File: src/bskt_pkg.sv
`timescale 1ns / 1ps
// ----------------------------------------------------------------------------
// bskt_pkg: shared types and constants of the bounded sorted key table
// Field widths, function codes, beat payload structs, sequencer states and
// the control groups passed between the sequencer and the compare unit.
// ----------------------------------------------------------------------------
package bskt_pkg;

   localparam int KEY_W     = 31;
   localparam int SLOT_W    = 4;
   localparam int FUNC_W    = 2;
   localparam int COUNT_W   = 5;
   localparam int COUNT_MAX = 31;

   // function codes carried by a request beat
   localparam logic [FUNC_W-1:0] FN_CLEAR  = 2'd0;
   localparam logic [FUNC_W-1:0] FN_INSERT = 2'd1;
   localparam logic [FUNC_W-1:0] FN_READ   = 2'd2;

   typedef struct packed {
      logic [FUNC_W-1:0] func;
      logic [KEY_W-1:0]  key;
      logic [SLOT_W-1:0] slot;
   } req_type;

   typedef struct packed {
      logic               accepted;
      logic               evicted;
      logic [KEY_W-1:0]   evicted_key;
      logic               delete_request;
      logic [COUNT_W-1:0] entry_count;
      logic [KEY_W-1:0]   read_key;
      logic               read_valid;
   } rsp_type;

   // finished result handed from the sequencer to the output register
   typedef struct packed {
      logic    valid;
      rsp_type rsp;
   } rsp_beat_type;

   // control of the shared compare-and-carry unit
   typedef struct packed {
      logic init;
      logic shift;
   } step_ctl_type;

   typedef enum logic [1:0] {
      ST_IDLE,
      ST_READ,
      ST_SCAN,
      ST_RESP
   } state_type;

endpackage

File: src/bskt_mem.sv
`timescale 1ns / 1ps
// ----------------------------------------------------------------------------
// bskt_mem: key storage
// One write port and one read port, read data registered. Contents are
// undefined until written.
// ----------------------------------------------------------------------------
module bskt_mem
   import bskt_pkg::*;
#(
   parameter int DEPTH = 16,
   parameter int IDX_W = 4
) (
   input  logic             clock,
   input  logic             wr_en,
   input  logic [IDX_W-1:0] wr_addr,
   input  logic [KEY_W-1:0] wr_data,
   input  logic             rd_en,
   input  logic [IDX_W-1:0] rd_addr,
   output logic [KEY_W-1:0] rd_data
);

   logic [KEY_W-1:0] mem_ff [DEPTH];
   logic [KEY_W-1:0] rd_data_ff;

   // write one entry
   always_ff @(posedge clock) begin
      if (wr_en) begin
         mem_ff[wr_addr] <= wr_data;
      end
   end

   // register the read data
   always_ff @(posedge clock) begin
      if (rd_en) begin
         rd_data_ff <= mem_ff[rd_addr];
      end
   end

   assign rd_data = rd_data_ff;

endmodule

File: src/bskt_step.sv
`timescale 1ns / 1ps
// ----------------------------------------------------------------------------
// bskt_step: shared compare-and-carry unit
// Merges the new key into the stream of stored keys, one slot per cycle.
// Before the insertion point each key is written back unchanged; at the
// first key above the new one the new key goes out and every later slot
// takes the key carried from the slot before it.
// ----------------------------------------------------------------------------
module bskt_step
   import bskt_pkg::*;
(
   input  logic             clock,
   input  logic             reset,
   input  step_ctl_type     ctl,
   input  logic [KEY_W-1:0] new_key,
   input  logic [KEY_W-1:0] data,
   output logic [KEY_W-1:0] wr_value,
   output logic [KEY_W-1:0] tail_value
);

   logic             placed_ff;
   logic [KEY_W-1:0] carry_ff;
   logic             above;

   // new key goes after stored keys equal to it
   assign above      = (data > new_key);
   assign wr_value   = placed_ff ? carry_ff : (above ? new_key : data);
   assign tail_value = placed_ff ? carry_ff : new_key;

   // track whether the new key is already placed
   always_ff @(posedge clock) begin
      if (reset || ctl.init) begin
         placed_ff <= 1'b0;
      end else if (ctl.shift) begin
         placed_ff <= placed_ff | above;
      end
   end

   // carry the displaced key one slot up
   always_ff @(posedge clock) begin
      if (ctl.shift) begin
         carry_ff <= data;
      end
   end

endmodule

File: src/bskt_seq.sv
`timescale 1ns / 1ps
// ----------------------------------------------------------------------------
// bskt_seq: request sequencer
// Decodes a request beat, keeps the count and last key, walks the stored
// keys through the compare unit on an insert and builds the result.
// ----------------------------------------------------------------------------
module bskt_seq
   import bskt_pkg::*;
#(
   parameter int CAPACITY = 16,
   parameter int IDX_W    = 4,
   parameter int CNT_W    = 5
) (
   input  logic             clock,
   input  logic             reset,
   input  logic             req_valid,
   output logic             req_ready,
   input  req_type          req_data,
   input  logic             keep_evicted,
   input  logic             out_free,
   output rsp_beat_type     done,
   output logic             mem_wr_en,
   output logic [IDX_W-1:0] mem_wr_addr,
   output logic [KEY_W-1:0] mem_wr_data,
   output logic             mem_rd_en,
   output logic [IDX_W-1:0] mem_rd_addr,
   input  logic [KEY_W-1:0] mem_rd_data,
   output step_ctl_type     step_ctl,
   output logic [KEY_W-1:0] step_key,
   input  logic [KEY_W-1:0] step_wr_value,
   input  logic [KEY_W-1:0] step_tail
);

   localparam int CMP_W = (CNT_W > SLOT_W) ? CNT_W : SLOT_W;
   localparam int SAT_W = (CNT_W > COUNT_W) ? CNT_W : COUNT_W;

   state_type        state_ff, state_in;
   logic [CNT_W-1:0] count_ff, count_in;
   logic [KEY_W-1:0] last_ff, last_in;
   logic [KEY_W-1:0] key_ff, key_in;
   logic             off_ff, off_in;
   logic [CNT_W-1:0] ptr_ff, ptr_in;
   logic             pend_ff, pend_in;
   logic [IDX_W-1:0] pidx_ff, pidx_in;
   rsp_type          res_ff, res_in;

   logic             full;
   logic             scan_end;
   logic             slot_ok;
   logic [CMP_W-1:0] slot_ext;
   logic [IDX_W-1:0] slot_idx;
   logic [CNT_W-1:0] tail_pos;
   logic [SAT_W-1:0] count_ext;
   logic [COUNT_W-1:0] count_out;

   assign full      = (count_ff == CNT_W'(CAPACITY));
   assign scan_end  = !pend_ff && (ptr_ff == count_ff);
   assign slot_ext  = CMP_W'(req_data.slot);
   assign slot_idx  = slot_ext[IDX_W-1:0];
   assign slot_ok   = (slot_ext < CMP_W'(count_ff));
   assign tail_pos  = count_ff - CNT_W'(off_ff);
   assign count_ext = SAT_W'(count_ff);
   assign count_out = (count_ext > SAT_W'(COUNT_MAX)) ? COUNT_W'(COUNT_MAX)
                                                      : count_ext[COUNT_W-1:0];

   assign req_ready = (state_ff == ST_IDLE);
   assign step_key  = key_ff;

   // next state
   always_comb begin
      state_in = state_ff;
      case (state_ff)
         ST_IDLE: begin
            if (req_valid) begin
               case (req_data.func)
                  FN_INSERT: state_in = (req_data.key == last_ff) ? ST_RESP : ST_SCAN;
                  FN_READ:   state_in = slot_ok ? ST_READ : ST_RESP;
                  default:   state_in = ST_RESP;
               endcase
            end
         end
         ST_READ: state_in = ST_RESP;
         ST_SCAN: begin
            if (scan_end) begin
               state_in = ST_RESP;
            end
         end
         ST_RESP: begin
            if (out_free) begin
               state_in = ST_IDLE;
            end
         end
         default: state_in = ST_IDLE;
      endcase
   end

   // datapath control and register next values
   always_comb begin
      count_in    = count_ff;
      last_in     = last_ff;
      key_in      = key_ff;
      off_in      = off_ff;
      ptr_in      = ptr_ff;
      pend_in     = 1'b0;
      pidx_in     = pidx_ff;
      res_in      = res_ff;
      mem_wr_en   = 1'b0;
      mem_wr_addr = '0;
      mem_wr_data = step_wr_value;
      mem_rd_en   = 1'b0;
      mem_rd_addr = '0;
      step_ctl    = '0;
      case (state_ff)
         ST_IDLE: begin
            if (req_valid) begin
               key_in = req_data.key;
               off_in = full;
               ptr_in = '0;
               res_in = '0;
               case (req_data.func)
                  FN_CLEAR: begin
                     count_in = '0;
                     last_in  = '0;
                  end
                  FN_INSERT: begin
                     if (req_data.key != last_ff) begin
                        last_in               = req_data.key;
                        res_in.accepted       = 1'b1;
                        res_in.evicted        = full;
                        res_in.delete_request = full & ~keep_evicted;
                        step_ctl.init         = 1'b1;
                     end
                  end
                  FN_READ: begin
                     if (slot_ok) begin
                        mem_rd_en         = 1'b1;
                        mem_rd_addr       = slot_idx;
                        res_in.read_valid = 1'b1;
                     end
                  end
                  default: ;
               endcase
            end
         end
         ST_READ: begin
            res_in.read_key = mem_rd_data;
         end
         ST_SCAN: begin
            // fetch the next stored key
            if (ptr_ff < count_ff) begin
               mem_rd_en   = 1'b1;
               mem_rd_addr = ptr_ff[IDX_W-1:0];
               ptr_in      = ptr_ff + CNT_W'(1);
               pend_in     = 1'b1;
               pidx_in     = ptr_ff[IDX_W-1:0];
            end
            // merge the fetched key, or capture slot 0 when evicting
            if (pend_ff) begin
               if (off_ff && (pidx_ff == '0)) begin
                  res_in.evicted_key = mem_rd_data;
               end else begin
                  step_ctl.shift = 1'b1;
                  mem_wr_en      = 1'b1;
                  mem_wr_addr    = pidx_ff - IDX_W'(off_ff);
               end
            end
            // write the last key of the merged run
            if (scan_end) begin
               mem_wr_en   = 1'b1;
               mem_wr_addr = tail_pos[IDX_W-1:0];
               mem_wr_data = step_tail;
               count_in    = off_ff ? count_ff : count_ff + CNT_W'(1);
            end
         end
         ST_RESP: ;
         default: ;
      endcase
   end

   // hand the finished result to the output register
   always_comb begin
      done.valid           = (state_ff == ST_RESP) && out_free;
      done.rsp             = res_ff;
      done.rsp.entry_count = count_out;
   end

   // control registers
   always_ff @(posedge clock) begin
      if (reset) begin
         state_ff <= ST_IDLE;
         count_ff <= '0;
         last_ff  <= '0;
         pend_ff  <= 1'b0;
      end else begin
         state_ff <= state_in;
         count_ff <= count_in;
         last_ff  <= last_in;
         pend_ff  <= pend_in;
      end
   end

   // payload registers
   always_ff @(posedge clock) begin
      key_ff  <= key_in;
      off_ff  <= off_in;
      ptr_ff  <= ptr_in;
      pidx_ff <= pidx_in;
      res_ff  <= res_in;
   end

endmodule

File: src/bounded_sorted_key_table.sv
`timescale 1ns / 1ps
// ----------------------------------------------------------------------------
// bounded_sorted_key_table: sorted key table with evict-smallest on overflow
//
//   channel | direction | beat                      | when taken
//   req_    | in        | func, key, slot (req_type) | req_valid && req_ready
//   rsp_    | out       | result (rsp_type)          | rsp_valid && rsp_ready
//   csr_    | in        | keep_evicted (1 bit)       | csr_valid && csr_ready
//
// An insert of a new key walks the stored keys through one compare-and-carry
// unit, one slot per cycle; a read of a stored slot passes through the read
// state; clear, repeated keys, unused codes and reads beyond the count go
// straight to the result. The sequencer takes the next request in the cycle
// after its result is loaded. Reset is synchronous; it clears count and last
// key. A stalled result holds the next one in the sequencer.
// ----------------------------------------------------------------------------
module bounded_sorted_key_table
   import bskt_pkg::*;
#(
   parameter int CAPACITY = 16
) (
   input  logic    clock,
   input  logic    reset,
   input  logic    req_valid,
   output logic    req_ready,
   input  req_type req_data,
   output logic    rsp_valid,
   input  logic    rsp_ready,
   output rsp_type rsp_data,
   input  logic    csr_valid,
   output logic    csr_ready,
   input  logic    csr_wdata
);

   localparam int IDX_W = $clog2(CAPACITY);
   localparam int CNT_W = $clog2(CAPACITY + 1);

   logic             keep_ff;
   logic             rsp_valid_ff;
   rsp_type          rsp_data_ff;
   logic             out_free;
   rsp_beat_type     done;
   logic             mem_wr_en;
   logic [IDX_W-1:0] mem_wr_addr;
   logic [KEY_W-1:0] mem_wr_data;
   logic             mem_rd_en;
   logic [IDX_W-1:0] mem_rd_addr;
   logic [KEY_W-1:0] mem_rd_data;
   step_ctl_type     step_ctl;
   logic [KEY_W-1:0] step_key;
   logic [KEY_W-1:0] step_wr_value;
   logic [KEY_W-1:0] step_tail;

   // take the keep flag on every csr beat
   assign csr_ready = 1'b1;
   always_ff @(posedge clock) begin
      if (reset) begin
         keep_ff <= 1'b0;
      end else if (csr_valid) begin
         keep_ff <= csr_wdata;
      end
   end

   // hold the result until the consumer takes it
   assign out_free = !rsp_valid_ff || rsp_ready;
   always_ff @(posedge clock) begin
      if (reset) begin
         rsp_valid_ff <= 1'b0;
      end else if (out_free) begin
         rsp_valid_ff <= done.valid;
      end
   end

   always_ff @(posedge clock) begin
      if (done.valid) begin
         rsp_data_ff <= done.rsp;
      end
   end

   assign rsp_valid = rsp_valid_ff;
   assign rsp_data  = rsp_data_ff;

   bskt_seq #(
      .CAPACITY (CAPACITY),
      .IDX_W    (IDX_W),
      .CNT_W    (CNT_W)
   ) u_seq (
      .clock         (clock),
      .reset         (reset),
      .req_valid     (req_valid),
      .req_ready     (req_ready),
      .req_data      (req_data),
      .keep_evicted  (keep_ff),
      .out_free      (out_free),
      .done          (done),
      .mem_wr_en     (mem_wr_en),
      .mem_wr_addr   (mem_wr_addr),
      .mem_wr_data   (mem_wr_data),
      .mem_rd_en     (mem_rd_en),
      .mem_rd_addr   (mem_rd_addr),
      .mem_rd_data   (mem_rd_data),
      .step_ctl      (step_ctl),
      .step_key      (step_key),
      .step_wr_value (step_wr_value),
      .step_tail     (step_tail)
   );

   bskt_step u_step (
      .clock      (clock),
      .reset      (reset),
      .ctl        (step_ctl),
      .new_key    (step_key),
      .data       (mem_rd_data),
      .wr_value   (step_wr_value),
      .tail_value (step_tail)
   );

   bskt_mem #(
      .DEPTH (CAPACITY),
      .IDX_W (IDX_W)
   ) u_mem (
      .clock   (clock),
      .wr_en   (mem_wr_en),
      .wr_addr (mem_wr_addr),
      .wr_data (mem_wr_data),
      .rd_en   (mem_rd_en),
      .rd_addr (mem_rd_addr),
      .rd_data (mem_rd_data)
   );

endmodule

File: config.mk
export PLATFORM = sky130hd
export DESIGN_NAME = bounded_sorted_key_table
export DESIGN_NICKNAME = d
export VERILOG_FILES = /design/src/bskt_pkg.sv /design/src/bskt_mem.sv /design/src/bskt_step.sv /design/src/bskt_seq.sv /design/src/bounded_sorted_key_table.sv
export SDC_FILE = /design/constraint.sdc
export NUM_CORES = 1
export LEC_CHECK = 0
export ABC_AREA = 1
export ABC_CLOCK_PERIOD_IN_PS = 6200
export BUFFER_PORTS_ARGS = -buffer_cell sky130_fd_sc_hd__clkbuf_2
export CAP_MARGIN = 20
export CORE_AREA = 2 2 340 342
export CTS_BUF_LIST = sky130_fd_sc_hd__clkbuf_8
export CTS_CLUSTER_DIAMETER = 100
export DETAILED_ROUTE_END_ITERATION = 7
export DIE_AREA = 0 0 342 344
export SLEW_MARGIN = 5
export SYNTH_ARGS = -nofsm -noshare
export SYNTH_HDL_FRONTEND = slang
export SYNTH_SLANG_ARGS = --single-unit
export TNS_END_PERCENT = 100
File: constraint.sdc
create_clock -name clock -period 6.2 [get_ports clock]
set_clock_uncertainty 0.1 [all_clocks]
set_input_delay 0.31 -clock clock [delete_from_list [all_inputs] [get_ports clock]]
set_output_delay 0.31 -clock clock [all_outputs]
set_load 0.005 [all_outputs]
After elaboration in Yosys (flattened, before gate mapping):

Memories as Yosys holds them, arrays and structs flattened. A register that Yosys moved wholly into a read port is not among the register bits.
Cells that the tools add are included.

* memories kept: 1
* RAM bits: 496
* flip-flop bits (word level): 251
* logic and storage cells: 134
* output and inout bits: 74

* $lt $le $gt $ge: 4
* reduce and logical (&&, ||, !) cells: 23
* bitwise logic cells: 4
* add/sub/neg operators: 4
* multiplexer cells: 55
* equality and inequality tests: 18

Memories
* u_mem.mem_ff: words 16, bits a word 31, rd ports 1, clocked after memory_dff 1, wr ports 1, RTL line bskt_mem.sv:22 `logic [KEY_W-1:0] mem_ff [DEPTH];`

Operators with widths (count)
* 2-to-1 mux 31 bit: 8
* one-hot mux 31 bit (2 select lines): 3
* 2-to-1 mux 69 bit: 1
* 2-to-1 mux 4 bit: 8
* == test 31 bit: 1
* greater-than comparator 31 bit: 1
* inequality test 31 bit: 1
* 2-to-1 mux 5 bit: 6
* one-hot mux 5 bit (2 select lines): 2
* 2-to-1 mux 1 bit: 18
* inequality test 2 x 1 -> 1 bit, second input constant: 7
* adder 5 x 1 -> 5 bit, second input constant: 2
* 2-to-1 mux 2 bit: 5
* one-hot mux 2 bit (4 select lines): 1
* one-hot mux 4 bit (2 select lines): 1
* AND reduction 2 bit: 4
* AND reduction 4 bit: 2
* subtractor 4 x 1 -> 4 bit: 2
* == test 2 bit, second input constant: 3
* AND reduction 3 bit: 2
* nonzero test 2 bit: 3
* == test 5 bit: 1
* == test 5 bit, second input constant: 1
* greater-than comparator 5 bit, second input constant: 1
* other kinds (16): 24

Logic depth before layout (Yosys ltp):

Gate-level depths: netlist (run 1).

* depth after elaboration: 8
* gate-level depth with buffers: 17

Modules after synthesis:

A second synthesis (run 1) with hierarchy kept.

* cell total of the unflattened synthesis: 3252
* area, all modules: 34388.0 µm²

By module, submodules not included
* bskt_mem: cells each 2056, instances 1, area each 22323.9 µm²
* bskt_seq: cells each 685, instances 1, area each 6867.8 µm²
* bskt_step: cells each 428, instances 1, area each 2970.3 µm²
* bounded_sorted_key_table: cells each 83, instances 1, area each 2225.9 µm²

Worst setup path before layout (run 1):

Ideal clock, no wire load.

* path type: register to register
* from: register u_seq.state_ff[0]
* to: memory u_mem.mem_ff[0][0] (enable)
* clock period less this slack: 5.449 ns
* arrival time: 4.883 ns
* setup slack: 0.751 ns
* cell stages (with the launch flop): 7
* path buffers: 0
* path through: dfxtp_1 -> inv_1 -> ha_1 -> clkinv_1 -> nor2_1 -> inv_1 -> a211oi_1

* longest elaborated chain between the ends: 4
* elaborated cells between the ends (all ways): 5
* those cells by class: 1 x eq/ne; 4 x mux

Ends and longest elaborated chain
* from (decl): RTL line bskt_seq.sv:37 `state_type state_ff, state_in;`
* from (signal assigned): RTL line bskt_seq.sv:195 `state_ff <= state_in;`
* == test 2 bit (*): RTL line bskt_seq.sv:113 `case (state_ff)`
* 2-to-1 mux 1 bit: RTL line bskt_seq.sv:113
* 2-to-1 mux 1 bit: RTL line bskt_mem.sv:27 `if (wr_en) begin`
* 2-to-1 mux 1 bit (implied by the code): RTL line bskt_mem.sv:28 `mem_ff[wr_addr] <= wr_data;`
* to (decl): RTL line bskt_mem.sv:22

Every way passes the cells marked *; elsewhere a longest branch is shown, timed or not.

Worst setup path after layout (run 1):

* from: register u_seq.state_ff[0]
* to: memory u_mem.mem_ff[3][18] (enable)

The elaborated chain is that of the path after synthesis.

==> results of run 1 <==
==> final timing paths <==
check                                 startpoint                            end  cells after the start
setup reg to reg  u_seq.state_ff[0]$_SDFFE_PP0P_  u_mem.mem_ff[3][18]$_DFFE_PP_                     11
setup / recovery  u_seq.state_ff[0]$_SDFFE_PP0P_  u_mem.mem_ff[3][18]$_DFFE_PP_                     11
hold / removal                       req_data[0]        u_seq.done[0]$_DFFE_PP_                      6
hold reg to reg         u_seq.done[44]$_DFFE_PP_         rsp_data[44]$_DFFE_PP_                      0
==> cells by family (layout without fill, tap and decap cells) <==
logic type	Yosys count	in the layout	synth area share, %
and+or+nand+nor	1442	1442	19.7
DFF	778	778	67.5
buffers and inverters	696	956	7.91
AOI/OAI and AO/OA	117	117	1.90
adders and majority gates	54	54	1.99
xor gates and xnor gates	37	37	0.954
other	1	3	0.0110
==> area by class of cell <==
class / instances / area (µm²)
inverters: 523 / 1960
fillers: 11291 / 74700
multi-input cells: 1651 / 8520
repair buffers: 201 / 1410
flip-flops and latches: 778 / 22900
diodes: 2 / 5.00
clock inverters: 98 / 556
well taps: 1512 / 1890
clock buffers: 134 / 1840
==> metrics by stage <==
stage | std cells | area [µm²] | total power, mW | worst slack (ns)
3_5_place_dp | 4625 | 36300 | 10.6 | 1.71
3_3_place_gp | 4625 | 36300 | 10.6 | 1.84
5_1_grt | 4898 | 39100 | 15.5 | 1.35
4_1_cts | 4895 | 39100 | 14.9 | 1.66
2_1_floorplan | 3125 | 34000 | 9.30 | 0.751
6_report | 4899 | 39100 | 14.8 | 1.61
==> placed cells by master, fill, tap and decap left out, types with 3 or more instances in the layout <==
cell type      synthesis  layout
nand2_1              574     572
clkinv_2               0       8
nor2_4                 1      18
clkbuf_8               0     134
o22ai_1                3       3
nand3_1              664     664
clkinv_1               1      33
a21oi_1               88      87
xor2_1                25      25
inv_1                517     558
inv_6                  0       4
ha_1                  54      54
nand3b_1              93      93
nor2_1                58      42
dfxtp_1               42      41
nand4_1                8       8
inv_2                  5       5
clkbuf_2               0     115
xnor2_1               12      12
inv_8                  0       3
edfxtp_1             736     736
buf_4                  4      42
o21ai_0               11      11
nor3_1                37      37
dlygate4sd3_1          0      38
clkinv_8               0       5
buf_12                 0       4
==> per-layer routing <==
layer  vias to the layer above  global-route usage (%)
met1                     11112                    20.3
met5                         -                       0
met4                         0                    5.63
li1                      10885                       -
met2                       907                    25.4
met3                       175                    3.15
==> state kept, by name (all words and copies together), names as in the netlist, 4 cells and up <==
name and flops:
u_step.carry_ff 31, rsp_data 71, u_seq.ptr_ff 5, u_seq.pidx_ff 4, u_mem.mem_ff 496, u_seq.step_key 31
u_seq.count_ext 5, u_mem.rd_data 31, u_seq.last_ff 31, u_seq.done 66
==> power by group through the flow <==
| stage | clock network [mW] | logic, mW | registers, mW |
|---|---|---|---|
| after floorplan | 0 | 1.91 | 7.39 |
| after global placement | 0 | 3.00 | 7.55 |
| after detailed placement | 0 | 3.03 | 7.56 |
| after CTS | 4.35 | 3.06 | 7.45 |
| after global routing | 4.58 | 3.41 | 7.50 |
| final | 4.26 | 3.06 | 7.45 |
==> worst register-to-register path, delay by kind of cell, from the launching register on <==
kind	cells	cell delay [ns]
AO/OA/AOI/OAI	1	0.33
buffers and inverters	6	1.98
adder cells (fa/ha/maj)	1	0.15
AND/OR/NAND/NOR	3	1.36
flip-flops	1	0.33
==> what timing repair did <==
item / in CTS / in global routing
endpoints found under the hold margin: 68 / 0
setup endpoints to repair: 0 / 0
hold buffers: 38 / 0
==> metrics.log, run 1 <==
INFO  metric result_of_the_run = finished clean
INFO  metric wire_length_of_the_first_global_routing_pass = 138000 µm
INFO  metric setup_viol_count_final = 0
INFO  metric grt_max_degree = 174
INFO  metric cts.htree.levels = 4
INFO  metric critical_path.cell_chain = inv_1, ha_1, buf_4, clkinv_1, nor2_4, buf_4, inv_1, o22ai_1, nand2_1, nor2_4, buf_4
INFO  metric synth_largest_type_area_fraction = 65.1%
INFO  metric cellPowerDensity = between 300 and 400 mW/mm²
INFO  metric number_of_global_route_vias_before_repair = 22294
INFO  metric max_slew_margin = 15.1%
INFO  metric synth.most_common_cell = edfxtp_1
INFO  metric top_signal_layer_used = met4
INFO  metric die_height = 344 µm
INFO  metric clock.fmax = ~0.22 GHz
INFO  metric seq_power_share = 50.5%
INFO  metric grt_usage = 15.5%
INFO  metric routed_via_density = 4.71
INFO  metric area.growth.synth_to_final = 15.2%
INFO  metric remaining_drc_errors = 0
INFO  metric clkPwrFrac = 28.8%
INFO  metric max_slew.worst_pin.slew = about 1.3 ns
INFO  metric synth.cell_area = 0.0340 mm²
INFO  metric grt-ovfl-total = 0
INFO  metric critical_path.max_fanout = 40
INFO  metric via_count = 23079
INFO  metric coreArea = 0.114 mm²
INFO  metric routed-wl-met3 = slightly above 7000 µm
INFO  metric netlist_top_cells_area = edfxtp_1 65%, nand3_1 9.8%, nand2_1 6.3%, inv_1 5.7%, dfxtp_1 2.5%
INFO  metric ys.flop_type = edfxtp_1
INFO  metric post_route_cells_drive_above_1_share = approximately a tenth
INFO  metric vdd_ir_drop_max = 196 µV
INFO  metric row_count = about 120
INFO  metric timing.final.crit_share = 74.1%
INFO  metric crit_slowest_cell = nor2_4
INFO  metric synth_enable_flop_cells = between 700 and 800
INFO  metric cell_mode_on_critical_path = buf_4
INFO  metric clock_path_buffers = 3
INFO  metric setup_repair_after_global_routing_missed_its_margin = false
INFO  metric critPathCaptureType = flip-flop
INFO  metric hpwl = 50000 µm
INFO  metric power_switching_share = 32.2%
INFO  metric clkSlewWorstSetupHoldPaths = 0.06 ns
INFO  metric floorplan.initialDensity = 29.8%
INFO  metric internal_power = 10.0 mW
INFO  metric routed_wirelength = ~90000 µm
INFO  metric post-cts-setup-buffer-count = 0
INFO  metric worst-endpoint-required = 6.56 ns
INFO  metric route.met2.wl = 43800 µm
INFO  metric slew_limit_fails = 0
INFO  metric cts_repair_resize_count = 0
INFO  metric worst_path_largest_cell_delay = a little under 0.9 ns
INFO  metric clock_insertion_delay_worst_skew = 0.81 ns
INFO  metric timing.max_cap.violations = 0
INFO  metric critical_path_class = flip-flop to flip-flop
INFO  metric drt-pass1-iter-count = 6
INFO  metric cp_data_arrival_time = 4.95 ns
INFO  metric syn_inst = 3125
INFO  metric fp.dieW = 342 µm
INFO  metric cts-root-buf = clkbuf_8
INFO  metric synth-seq-area-share = 67.5%
INFO  metric yosysTopAreaCell = edfxtp_1
INFO  metric synth_cell_types = 38
INFO  metric timing.final.hold_violations = 0
INFO  metric avgRoutedWirePerCell = 18.7 µm
INFO  metric min_path_type = input port to flip-flop
INFO  metric synthesis.yosys.warnings = 0
INFO  metric cpLargestDelayFamily = buffers and inverters
INFO  metric port-buffer-count = 115
INFO  metric tritoncts_num_sinks = 778
INFO  metric reg2reg_setup_slack = 1.61 ns
INFO  metric drt_first_iter_violations = about 2500
INFO  metric period_needed = 4.59 ns
INFO  metric p_leak = around 16 nW
INFO  metric fp.dieArea = 0.118 mm²
INFO  metric syn_nets = 3222
INFO  metric critical_path.startpoint_type = flip-flop
INFO  metric nets = 3385
INFO  metric number_of_antenna_violations_at_the_first_check_in_global_routing = 2
INFO  metric whs = 0.0995 ns
INFO  metric detail-route-antenna-nets = 0
INFO  metric inserted_clock_buffers = between 100 and 150
INFO  metric cts_tree = done
INFO  metric netSwitchingPower = between 4 and 5 mW
INFO  metric final_core_utilization = 34.4%
INFO  metric top_level_ports = 117
INFO  metric synthesis.area_per_instance = 10.9 µm²
INFO  metric critical_path_buf_inv_count = 6
INFO  metric combinational_share_of_power = 20.7%
INFO  metric post_synth_most_frequent_cells = 736 x edfxtp_1, 664 x nand3_1, 574 x nand2_1
INFO  metric routedLengthMet1 = 38200 µm
INFO  metric final.setup.tns = 0 ns
INFO  metric synth-seq-cells = 778
INFO  metric async_reset_ff_share = 0%
INFO  metric finalWeightedCongestion = 0.841
Power figures use the tool's default switching activity.
==> run 2: changes to the inputs <==
--- a/config.mk
+++ b/config.mk
@@ -5,15 +5,15 @@
 export SDC_FILE = /design/constraint.sdc
 export NUM_CORES = 1
 export LEC_CHECK = 0
-export ABC_AREA = 1
-export ABC_CLOCK_PERIOD_IN_PS = 6200
+export ABC_AREA = 0
+export ABC_CLOCK_PERIOD_IN_PS = 3900
 export BUFFER_PORTS_ARGS = -buffer_cell sky130_fd_sc_hd__clkbuf_2
 export CAP_MARGIN = 20
-export CORE_AREA = 2 2 340 342
+export CORE_AREA = 2 2 328 330
 export CTS_BUF_LIST = sky130_fd_sc_hd__clkbuf_8
 export CTS_CLUSTER_DIAMETER = 100
 export DETAILED_ROUTE_END_ITERATION = 7
-export DIE_AREA = 0 0 342 344
+export DIE_AREA = 0 0 330 332
 export SLEW_MARGIN = 5
 export SYNTH_ARGS = -nofsm -noshare
 export SYNTH_HDL_FRONTEND = slang
==> constraint.sdc (replaced) <==
create_clock -name clock -period 3.9 [get_ports clock]
set_clock_uncertainty 0.1 [all_clocks]
set_input_delay 0.195 -clock clock [delete_from_list [all_inputs] [get_ports clock]]
set_output_delay 0.195 -clock clock [all_outputs]
set_load 0.005 [all_outputs]
==> metrics.log, run 2 <==
INFO  metric synthesis.yosys.warnings = 0 (unchanged)
INFO  metric grt-ovfl-total = 0 (unchanged)
INFO  metric critical_path.cell_chain = ha_1, nand3_1, nor3_4, nand4_1, buf_4, and3_1, a21o_1, buf_12, o31ai_1, a21oi_1, buf_4
INFO  metric max_slew.worst_pin.slew = 1.01 ns (-0.263 ns)
INFO  metric synth_cell_types = 68 (+79%)
INFO  metric grt_usage = 15.6% (+0.16 points)
INFO  metric finalWeightedCongestion = 0.828 (-1.5%)
INFO  metric worst_path_largest_cell_delay = 0.57 ns (-0.30 ns)
INFO  metric row_count = 120 (-3.2%)
INFO  metric synth-seq-cells = 778 (unchanged)
INFO  metric detail-route-antenna-nets = 0 (unchanged)
INFO  metric number_of_global_route_vias_before_repair = 20004 (-10%)
INFO  metric critPathCaptureType = flip-flop
INFO  metric grt_max_degree = 79 (-55%)
INFO  metric grt-busiest-layer = met2
INFO  metric critical_path.max_fanout = 31 (-23%)
INFO  metric cts-root-buf = clkbuf_8
INFO  metric cellPowerDensity = 621 mW/mm² (+64%)
INFO  metric nets = 2450 (-28%)
INFO  metric timing.hold.worst_path_depth = 4 (-2)
INFO  metric netlist_top_cells_area = edfxtp_1 70%, dfxtp_1 2.7%, a21oi_1 2.3%, ha_1 2.1%, mux2_2 2.0%
INFO  metric reg2reg_setup_slack = 0.09 ns (-1.52 ns)
INFO  metric worst-endpoint-required = 4.28 ns (-2.28 ns)
INFO  metric max_slew_margin = 32.7% (+18 points)
INFO  metric cell_mode_on_critical_path = buf_4
INFO  metric synth_largest_type_area_fraction = 70.0% (+4.9 points)
INFO  metric layout_commonest_cell = edfxtp_1
INFO  metric rr_worst_depth = 11 (unchanged)
INFO  metric drt-pass1-iter-count = 8 (+2)
INFO  metric die_height = 332 µm (-3.5%)
INFO  metric port-buffer-count = 115 (unchanged)
INFO  metric routed_wirelength = 88100 µm (-3.9%)
INFO  metric tritoncts_num_sinks = 778 (unchanged)
INFO  metric clock_insertion_delay_worst_skew = 0.76 ns (-0.05 ns)
INFO  metric whs = 0.0644 ns (-0.0351 ns)
INFO  metric timing.final.crit_share = 97.7% (+24 points)
INFO  metric totalPowerFinal = 23.4 mW (+59%)
INFO  metric via_count = 19805 (-14%)
INFO  metric ys.flop_type = edfxtp_1
INFO  metric final.setup.worst_slack = 0.0908 ns (-1.52 ns)
INFO  metric fp.dieArea = 0.110 mm² (-6.9%)
INFO  metric cts_tree = done
INFO  metric yosysTopAreaCell = edfxtp_1
INFO  metric area.growth.synth_to_final = 19.4%
INFO  metric grt_use_met1 = 20.0% (-0.30 points)
INFO  metric setup_repair_after_global_routing_missed_its_margin = false
INFO  metric layout.filler_cells = 10060 (-11%)
INFO  metric timing.final.hold_violations = 0 (unchanged)
INFO  metric multi_input_comb_area = 0.00806 mm² (-5.4%)
INFO  metric register_with_the_most_flip_flops = u_mem.mem_ff
INFO  metric inserted_clock_buffers = 114 (-14%)
INFO  metric wire_length_of_the_first_global_routing_pass = 129000 µm (-7.0%)
INFO  metric timing.max_cap.violations = 0 (unchanged)
INFO  metric synth-seq-area-share = 72.6% (+5.1 points)
INFO  metric critical_path.startpoint_type = flip-flop
INFO  metric met2_track_utilization_from_global_routing = 26.6% (+1.2 points)
INFO  metric p_leak = 13.0 nW (-19%)
INFO  metric coreArea = 0.106 mm² (-6.7%)
INFO  metric synth.cell_area = 0.0316 mm² (-7.0%)
INFO  metric synth.most_common_cell = edfxtp_1
INFO  metric reg2reg_to = u_mem.mem_ff[0][9]$_DFFE_PP_
INFO  metric async_reset_ff_share = 0% (unchanged)
INFO  metric remaining_drc_errors = 16 (+16)
INFO  metric top_level_ports = 117 (unchanged)
INFO  metric post_route_cells_drive_above_1_share = 20.3% (+9.7 points)
INFO  metric clock.fmax = 0.263 GHz (+21%)
INFO  metric fp.dieW = 330 µm (-3.5%)
INFO  metric min_from = req_data[35]
INFO  metric synth_enable_flop_cells = 736 (unchanged)
INFO  metric clock_path_buffers = 3 (unchanged)
INFO  metric mostFrequentLayoutCells = 736 x edfxtp_1, 146 x a21oi_1, 125 x clkbuf_8
INFO  metric regArea = 0.0229 mm² (unchanged)
INFO  metric timing.rr.start = u_mem.rd_data[21]$_DFFE_PP_
INFO  metric avgRoutedWirePerCell = 22.9 µm (+22%)
INFO  metric final.setup.tns = 0 ns (unchanged)
INFO  metric cp_data_arrival_time = 4.19 ns (-0.76 ns)
INFO  metric largest_register_ffs = 496 (unchanged)
INFO  metric synthesis.area_per_instance = 15.1 µm² (+39%)
INFO  metric vdd_ir_drop_max = 307 µV (+56%)
INFO  metric crit_slowest_cell = edfxtp_1
INFO  metric result_of_the_run = finished, violations left
INFO  metric number_of_antenna_violations_at_the_first_check_in_global_routing = 2 (unchanged)
INFO  metric cts.htree.levels = 3 (-1)
INFO  metric period_needed = 3.81 ns (-0.784 ns)
INFO  metric hpwl = 53100 µm (+6.3%)
INFO  metric routed_via_density = 5.14 (+9.1%)
INFO  metric drt_first_iter_violations = 2188 (-11%)
INFO  metric post_synth_most_frequent_cells = 736 x edfxtp_1, 148 x a21oi_1, 115 x nand2_1
INFO  metric violations = DRC
INFO  metric critical_path_class = flip-flop to flip-flop
INFO  metric hold_crit_endpoint = u_seq.done[0]$_DFFE_PP_
INFO  metric syn_inst = 2090 (-33%)
INFO  metric syn_nets = 2187 (-32%)
INFO  metric floorplan.initialDensity = 29.7% (-0.12 points)
INFO  metric min_path_type = input port to flip-flop
INFO  metric slew_limit_fails = 0 (unchanged)
INFO  metric use_met3 = 2.69% (-0.45 points)
INFO  metric setup_viol_count_final = 0 (unchanged)
INFO  metric dp_slack = -0.386 ns (-2.10 ns)
INFO  metric clkSlewWorstSetupHoldPaths = 0.07 ns (about the same)
[run 2: cell types whose count changed after synthesis, moves of 92 or more]
cell	change
inv_1	-468
nand2_1	-459
nand3_1	-647
nand3b_1	-92
[run 2: layer usage]
layer | vias up | wire length (µm)
met3 | 181 | 7110
met2 | 946 | 43300
met1 | 9988 | 35200
met4 | 0 | 2480
met5 | - | 0
li1 | 8690 | -
[run 2: how the worst max path moves through the flow]
stage | startpoint | to | depth (start not counted)
2_1_floorplan | u_seq.state_ff[0]$_SDFFE_PP0P_ | u_mem.mem_ff[3][0]$_DFFE_PP_ | 9
3_3_place_gp | u_mem.rd_data[21]$_DFFE_PP_ | u_mem.mem_ff[3][6]$_DFFE_PP_ | 10
3_5_place_dp | u_mem.rd_data[21]$_DFFE_PP_ | u_mem.mem_ff[6][9]$_DFFE_PP_ | 10
4_1_cts | u_mem.rd_data[21]$_DFFE_PP_ | u_mem.mem_ff[11][6]$_DFFE_PP_ | 11
5_1_grt | u_mem.rd_data[21]$_DFFE_PP_ | u_mem.mem_ff[0][9]$_DFFE_PP_ | 11
6_report | u_mem.rd_data[21]$_DFFE_PP_ | u_mem.mem_ff[0][9]$_DFFE_PP_ | 11
[run 2: kinds of logic after synthesis]
family	synth area share, %
AND/OR/NAND/NOR	6.77
adder cells (fa/ha/maj)	2.14
flip-flops	72.6
other	0.0119
buffers and inverters	2.51
XOR/XNOR	1.05
multiplexers	3.29
AO/OA/AOI/OAI	11.6
[run 2: through the flow]
step | cells | cell area, µm² | util (%)
4_1_cts | 3851 | 37700 | 35.5
6_report | 3853 | 37700 | 35.5
2_1_floorplan | 2090 | 31600 | -
3_5_place_dp | 3600 | 35000 | 32.9
3_3_place_gp | 3600 | 35000 | 32.9
5_1_grt | 3853 | 37700 | 35.5
[run 2: final cells by class]
type | instances | area share [%]
clock buffer | 125 | 4.56
inverter | 51 | 0.508
multi-input combinational | 1121 | 21.4
clock inverter | 86 | 1.65
sequential | 778 | 60.8
tap | 1403 | 4.65
antenna | 2 | 0.0133
timing repair buffer | 287 | 6.40
[run 2: power breakdown]
group / internal (mW) / switching [mW]
clock network: 3.56 / 3.13
registers: 11.1 / 0.379
logic: 1.73 / 3.50
total: 16.4 / 7.00
[run 2: critical path, delay by kind of cell, from the launching register on]
| family | cells | cell delay [ns] |
|---|---|---|
| compound gates | 3 | 0.93 |
| simple gates | 4 | 0.92 |
| buf+inv | 3 | 0.61 |
| flops | 1 | 0.57 |
| fa+ha+maj | 1 | 0.39 |
[run 2: repair_timing]
| item | 4_1_cts | 5_1_grt |
|---|---|---|
| buffers inserted | 2 | 0 |
| endpoints found under the setup margin | 496 | 98 |
| gates resized for setup | 1 | 1 |
| hold buffers | 38 | 0 |
| pin swaps | 1 | 0 |
| endpoints found under the hold margin | 82 | 0 |
